===== config.mk =====
export PLATFORM = sky130hd
export DESIGN_NAME = biu_ctrl
export DESIGN_NICKNAME = d
export VERILOG_FILES = /design/src/rtl/core/biu_pkg.sv /design/src/rtl/core/biu_ctrl.sv
export SDC_FILE = /design/constraint.sdc
export NUM_CORES = 1
export LEC_CHECK = 0
export ABC_AREA = 0
export BUFFER_PORTS_ARGS = -buffer_cell sky130_fd_sc_hd__buf_2
export CAP_MARGIN = 10
export CORE_MARGIN = 4
export CORE_UTILIZATION = 40
export CTS_CLUSTER_DIAMETER = 120
export CTS_CLUSTER_SIZE = 30
export DETAILED_ROUTE_END_ITERATION = 10
export PLACE_DENSITY = 0.71
export SKIP_CTS_REPAIR_TIMING = 1
export SKIP_LAST_GASP = 1
export SLEW_MARGIN = 40
export SYNTH_ARGS = -nofsm -noshare
export SYNTH_HDL_FRONTEND = slang
export SYNTH_SLANG_ARGS = --single-unit

===== constraint.sdc =====
create_clock -name clock -period 1.5 [get_ports clock]
set_input_delay 0.225 -clock clock [delete_from_list [all_inputs] [get_ports clock]]
set_output_delay 0.225 -clock clock [all_outputs]
set_load 0.02 [all_outputs]

===== src/rtl/core/biu_pkg.sv =====
// shared constants, types and state encoding for the bilinear upscaler
`default_nettype none

package biu_pkg;

   // storage and ratio limits
   localparam int MAX_WIDTH  = 256;
   localparam int MAX_HEIGHT = 256;
   localparam int MAX_RATIO  = 8;

   // fixed field widths
   localparam int CH_W          = 8;
   localparam int LOAD_COORD_W  = 8;
   localparam int OUT_COORD_W   = 11;
   localparam int RATIO_FIELD_W = 4;
   localparam int SIZE_FIELD_W  = 9;
   localparam int CSR_INDEX_W   = 2;
   localparam int CSR_DATA_W    = 9;
   localparam int PIX_W         = 3 * CH_W;

   // derived widths
   localparam int RATIO_W = $clog2(MAX_RATIO + 1);
   localparam int FRAC_W  = (MAX_RATIO > 1) ? $clog2(MAX_RATIO) : 1;
   localparam int SQ_W    = $clog2(MAX_RATIO * MAX_RATIO + 1);
   localparam int WP_W    = 2 * RATIO_W;
   localparam int COL_W   = $clog2(MAX_WIDTH);
   localparam int ROW_W   = $clog2(MAX_HEIGHT);
   localparam int WID_W   = $clog2(MAX_WIDTH + 1);
   localparam int HGT_W   = $clog2(MAX_HEIGHT + 1);
   localparam int DEPTH   = MAX_WIDTH * MAX_HEIGHT;
   localparam int ADDR_W  = $clog2(DEPTH);
   localparam int NUM_W   = CH_W + SQ_W;

   // restoring divider
   localparam int DIVD_W        = (NUM_W > OUT_COORD_W) ? NUM_W : OUT_COORD_W;
   localparam int DIV_STEP_BITS = 4;
   localparam int DIV_CYCLES    = (DIVD_W + DIV_STEP_BITS - 1) / DIV_STEP_BITS;
   localparam int DIV_PAD_W     = DIV_CYCLES * DIV_STEP_BITS;

   // neighbour sequencing
   localparam int NEIGHBOURS = 4;
   localparam int NB_W       = 2;
   localparam int LANES      = 3;
   localparam int CNT_MAX    = (DIV_CYCLES > NEIGHBOURS - 1) ? DIV_CYCLES : NEIGHBOURS - 1;
   localparam int CNT_W      = $clog2(CNT_MAX + 1);

   // reset values, saturated to the limits
   localparam int RESET_RATIO  = (MAX_RATIO < 2) ? MAX_RATIO : 2;
   localparam int RESET_WIDTH  = (MAX_WIDTH < 256) ? MAX_WIDTH : 256;
   localparam int RESET_HEIGHT = (MAX_HEIGHT < 256) ? MAX_HEIGHT : 256;

   // register indexes
   localparam logic [CSR_INDEX_W-1:0] REG_SCALE_RATIO   = 2'd0;
   localparam logic [CSR_INDEX_W-1:0] REG_SOURCE_WIDTH  = 2'd1;
   localparam logic [CSR_INDEX_W-1:0] REG_SOURCE_HEIGHT = 2'd2;

   // command codes
   localparam logic CMD_LOAD   = 1'b0;
   localparam logic CMD_SAMPLE = 1'b1;

   localparam logic [CH_W-1:0] CH_MAX  = 8'd255;
   localparam logic [CH_W-1:0] CH_ZERO = 8'd0;

   typedef enum logic [2:0] {
      ST_IDLE,
      ST_COORD,
      ST_SETUP,
      ST_READ,
      ST_LAST,
      ST_CHAN,
      ST_DONE
   } state_type;

   typedef struct packed {
      logic            load_we;
      logic            sample_start;
      logic            div_start_chan;
      logic            div_step;
      logic            setup;
      logic            rd_issue;
      logic [NB_W-1:0] rd_sel;
      logic            acc_en;
      logic [NB_W-1:0] acc_sel;
      logic            result_load;
   } cmd_type;

   typedef struct packed {
      logic out_of_range;
   } status_type;

endpackage

`default_nettype wire


===== src/rtl/core/biu_ctrl.sv =====
// controller: sequences division, neighbour reads and result hand-off
`default_nettype none

module biu_ctrl (
   input  wire logic                clock,
   input  wire logic                reset,
   input  wire logic                req_valid,
   input  wire logic                req_cmd,
   output logic                     req_ready,
   output logic                     rsp_valid,
   input  wire logic                rsp_ready,
   input  wire biu_pkg::status_type status,
   output biu_pkg::cmd_type         cmd
);
   import biu_pkg::*;

   state_type        state_ff;
   state_type        state_in;
   logic [CNT_W-1:0] cnt_ff;
   logic [CNT_W-1:0] cnt_in;
   logic             rsp_valid_ff;
   logic             rsp_valid_in;
   logic             slot_free;

   assign slot_free = !rsp_valid_ff || rsp_ready;

   // next state
   always_comb begin
      state_in = state_ff;
      cnt_in   = cnt_ff;
      case (state_ff)
         ST_IDLE: begin
            cnt_in = '0;
            if (req_valid && req_cmd == CMD_SAMPLE) begin
               state_in = ST_COORD;
            end
         end
         ST_COORD: begin
            if (cnt_ff == CNT_W'(DIV_CYCLES - 1)) begin
               state_in = ST_SETUP;
               cnt_in   = '0;
            end else begin
               cnt_in = cnt_ff + CNT_W'(1);
            end
         end
         ST_SETUP: begin
            cnt_in   = '0;
            state_in = status.out_of_range ? ST_DONE : ST_READ;
         end
         ST_READ: begin
            if (cnt_ff == CNT_W'(NEIGHBOURS - 1)) begin
               state_in = ST_LAST;
               cnt_in   = '0;
            end else begin
               cnt_in = cnt_ff + CNT_W'(1);
            end
         end
         ST_LAST: begin
            state_in = ST_CHAN;
            cnt_in   = '0;
         end
         ST_CHAN: begin
            if (cnt_ff == CNT_W'(DIV_CYCLES)) begin
               state_in = ST_DONE;
               cnt_in   = '0;
            end else begin
               cnt_in = cnt_ff + CNT_W'(1);
            end
         end
         ST_DONE: begin
            if (slot_free) begin
               state_in = ST_IDLE;
            end
         end
         default: begin
            state_in = ST_IDLE;
            cnt_in   = '0;
         end
      endcase
   end

   // outputs
   always_comb begin
      cmd       = '0;
      req_ready = 1'b0;
      case (state_ff)
         ST_IDLE: begin
            req_ready        = 1'b1;
            cmd.load_we      = req_valid && req_cmd == CMD_LOAD;
            cmd.sample_start = req_valid && req_cmd == CMD_SAMPLE;
         end
         ST_COORD: cmd.div_step = 1'b1;
         ST_SETUP: cmd.setup = 1'b1;
         ST_READ: begin
            cmd.rd_issue = 1'b1;
            cmd.rd_sel   = cnt_ff[NB_W-1:0];
            cmd.acc_en   = cnt_ff != '0;
            cmd.acc_sel  = cnt_ff[NB_W-1:0] - NB_W'(1);
         end
         ST_LAST: begin
            cmd.acc_en  = 1'b1;
            cmd.acc_sel = NB_W'(NEIGHBOURS - 1);
         end
         ST_CHAN: begin
            cmd.div_start_chan = cnt_ff == '0;
            cmd.div_step       = cnt_ff != '0;
         end
         ST_DONE: cmd.result_load = slot_free;
         default: ;
      endcase
   end

   assign rsp_valid_in = cmd.result_load ? 1'b1 : (rsp_ready ? 1'b0 : rsp_valid_ff);

   always_ff @(posedge clock) begin
      if (reset) begin
         state_ff     <= ST_IDLE;
         cnt_ff       <= '0;
         rsp_valid_ff <= 1'b0;
      end else begin
         state_ff     <= state_in;
         cnt_ff       <= cnt_in;
         rsp_valid_ff <= rsp_valid_in;
      end
   end

   assign rsp_valid = rsp_valid_ff;

endmodule

`default_nettype wire


==> summary.md <==
| Metric | Value |
|---|---|
| Worst vdd ir | 0.2330 mV |
| Root Buffer | sky130_fd_sc_hd__clkbuf_4 |
| H-tree levels | 1 |
| Number of max-slew violations in the final report | 0 |
| Worst hold path stage count | 2 |
| DR vias/cell | 5.624 |
| Synthesized-area fraction occupied by adder cells | 0.08621 |
| Total power density per cell area | 526.0 nW/µm² |
| Period minus WS final | 1.558 ns |
| Post-synthesis average cell area | 7.845 µm² |
| Part of the Yosys area used for sequential elements | 0.2414 |
| Path depth of the worst reg2reg path | 5 |
| Worst hold path type | in2reg |
| Setup WS post-layout | -0.05788 ns |
| Routed WL per cell | 15.15 µm |
| Yosys warnings | 0 |
| Area of the mapped netlist | 580.6 µm² |
| Final wirelength | 1.772 mm |
| Final #Nets | 113 |
| Leakage | 0.3814 nW |
| Count of boundary I/O pins | 20 |
| Starting density of the core | 0.4353 |
| Worst reg2reg endpoint | state_ff[1] |
| Core area | 1334 µm² |
| Synth cell types | 34 |
| Final weighted congestion in routability-driven placement | 0.7774 |
| Overall die area | 2125 µm² |
| Startpoint of the worst-slack reg-to-reg timing path | cnt_ff[0] |
| Dominant combinational cell family by area after synthesis | simple AND/OR/NAND/NOR gates |
| Simple-Gate Fraction of Synth Area | 0.3642 |
| Row count | 13 |
| Flops & latches, synth | 7 |
| Compound-gate portion of the synthesized area | 0.2026 |
| Relative slew slack | 0.8314 |
| RSZ-0062 raised after global routing | yes |
| Asr flop ratio synth | 0 |
| Number of clock sinks | 7 |
| Post-synthesis mux area share | 0 |
| Number of max-capacitance violations reported | 0 |
| Slew at the pin with the worst max-slew slack | 0.2526 ns |
| Count of antenna-violating nets left after detailed routing | 0 |
| Detailed router's first-iteration violation count | 15 |
| Net Count, Synth | 84 |
| First-pass GRT wire length | 2.277 mm |
| Crit share post-route | 1.039 |
| Post-route standard cell area excluding fillers | 865.8 µm² |
| Die Ht | 46.10 µm |
| Clock buffer depth | 2 |
| Vias in the first global route | 529 |
| Sum of overflow across all layers after global routing | 0 |
| Largest clock skew in the final design | 0.001407 ns |
| Total via count after detailed routing | 658 |
| Finished Core Util | 0.6492 |
| End of the critical path | cmd[2] |
| Worst Setup Start Kind | flip-flop |
| Synthesized instance count | 74 |
| Worst endpoint required time | 1.27 ns |
| Share of cells above drive strength 1 | 0.5588 |
| Maximum number of pins on one net before global-route repair | 10 |
| Sum of net half-perimeters after detailed placement | 1.094 mm |
| Initial antenna violation count | 0 |
| Placed inst area | 689.4 µm² |
| Leading register cell type out of synthesis | sky130_fd_sc_hd__dfxtp_1 |
| TritonCTS clock tree | yes |
| Drt pass-1 iters | 5 |
| X dimension of the die | 46.10 µm |
| Worst setup path startpoint | state_ff[1] |
| Endpoints failing hold | 0 |
| Final hold slack | 0.2443 ns |
| Worst slack, placed | 0.07534 ns |
| Clock-pin slew on the worst setup and hold paths | 0.05 ns |
| Count of flip-flops with a built-in enable after synthesis | 0 |
| Layout overhead on the synthesized area | 49.14% |
| Run status | finished with violations |
| Violations in the final reports | setup timing |
| Setup violation total in the final timing report | 5 |
| Xor-xnor portion of the synthesized cell area | 0 |
| Largest fanout of any net on the critical path | 7 |
| Number of CTS-inserted buffers | 3 |
| Setup slack on the worst flop-to-flop path | 0.09 ns |
| Path type of the worst setup path | reg2out |
| Count of inserted antenna diode cells | 0 |
| Achievable Freq | 0.6419 GHz |
| Overall Global Routing Usage | 0.1516 |
| Port Buf Inserts | 19 |
| Type of element capturing the critical path | output pin |
| Count of unresolved DRC violations after routing | 0 |
| Arrival time of data at the critical path endpoint | 1.33 ns |
| Clock network latency to the later pin of the worst-skew pair | 0.26 ns |
cell families (layout without fill, tap and decap cells):
| logic type | Yosys count | in the layout |
|---|---|---|
| adders and majority gates | 4 | 4 |
| AOI/OAI and AO/OA | 17 | 17 |
| buffers and inverters | 11 | 39 |
| and+or+nand+nor | 35 | 35 |
| DFF | 7 | 7 |
cells in the mapped netlist, types with 2 or more instances:
library cell	instances	share of area
sky130_fd_sc_hd__nand2b_1	3	0.032
sky130_fd_sc_hd__a21oi_1	4	0.034
sky130_fd_sc_hd__a21oi_2	3	0.045
sky130_fd_sc_hd__ha_1	4	0.086
sky130_fd_sc_hd__inv_2	2	0.013
sky130_fd_sc_hd__nand2_1	6	0.039
sky130_fd_sc_hd__inv_1	3	0.019
sky130_fd_sc_hd__nor2b_1	3	0.032
sky130_fd_sc_hd__nand3b_1	3	0.039
sky130_fd_sc_hd__and2b_1	2	0.026
sky130_fd_sc_hd__nor2_1	6	0.039
sky130_fd_sc_hd__dfxtp_1	7	0.24
sky130_fd_sc_hd__nand3_1	3	0.026
sky130_fd_sc_hd__o22ai_1	2	0.022
sky130_fd_sc_hd__buf_4	3	0.039
sky130_fd_sc_hd__and3_1	2	0.022
metal layers:
layer	routed length [µm]	GRT usage	up-vias
met5	0	0	-
met4	52	0.1023	0
met3	134	0.03516	9
met2	843	0.2198	34
met1	742	0.1958	305
li1	-	-	310
worst min-delay path by stage:
stage,from,end
after floorplan,rsp_ready,rsp_valid
after global placement,reset,state_ff[2]
after detailed placement,reset,state_ff[2]
after CTS,reset,state_ff[2]
after global routing,reset,state_ff[2]
final,reset,state_ff[2]
area by class of cell:
type | instances | area (µm²)
clock buffer | 4 | 26.28
sequential | 7 | 156.4
fill | 116 | 467.9
timing repair buffer | 30 | 212.7
inverter | 5 | 18.77
tap | 15 | 18.77
multi-input combinational | 56 | 432.9
report_power, final:
group          total, mW  internal (mW)  leakage (nW)  switching, mW
registers          0.190          0.185        0.0602        0.00495
logic             0.0836         0.0394         0.306         0.0442
clock network      0.182          0.102        0.0150         0.0799
total              0.455          0.326         0.381          0.129
metrics by stage:
stage               power, mW  TNS, ns  std cells
finish                 0.4554  -0.1600        117
CTS                    0.4397   -1.332        111
global route           0.4704  -0.5418        117
floorplan              0.2372        0         74
global placement       0.2588        0        107
detailed placement     0.2608        0        107
state kept, by name (all words and copies together), names as in the netlist:
signal	count
cnt_ff	3
state_ff	3
rsp_valid	1
worst max-delay path, stage by stage (launching register included):
cell	delay (ns)
sky130_fd_sc_hd__dfxtp_4	0.38
sky130_fd_sc_hd__nand2_2	0.07
sky130_fd_sc_hd__or2_4	0.28
sky130_fd_sc_hd__o22ai_2	0.20
sky130_fd_sc_hd__buf_6	0.14
cells in the final DEF, fill, tap and decap left out, drive strengths merged, types with 2 or more instances in the layout:
| cell type | netlist | layout |
|---|---|---|
| a21oi | 7 | 7 |
| and2b | 3 | 3 |
| and3 | 2 | 2 |
| buf | 6 | 30 |
| clkbuf | 0 | 4 |
| dfxtp | 7 | 7 |
| ha | 4 | 4 |
| inv | 5 | 5 |
| nand2 | 7 | 7 |
| nand2b | 3 | 3 |
| nand3 | 3 | 3 |
| nand3b | 3 | 3 |
| nor2 | 6 | 6 |
| nor2b | 3 | 3 |
| o21ai | 2 | 2 |
| o22ai | 2 | 2 |
Power figures use the tool's default switching activity.
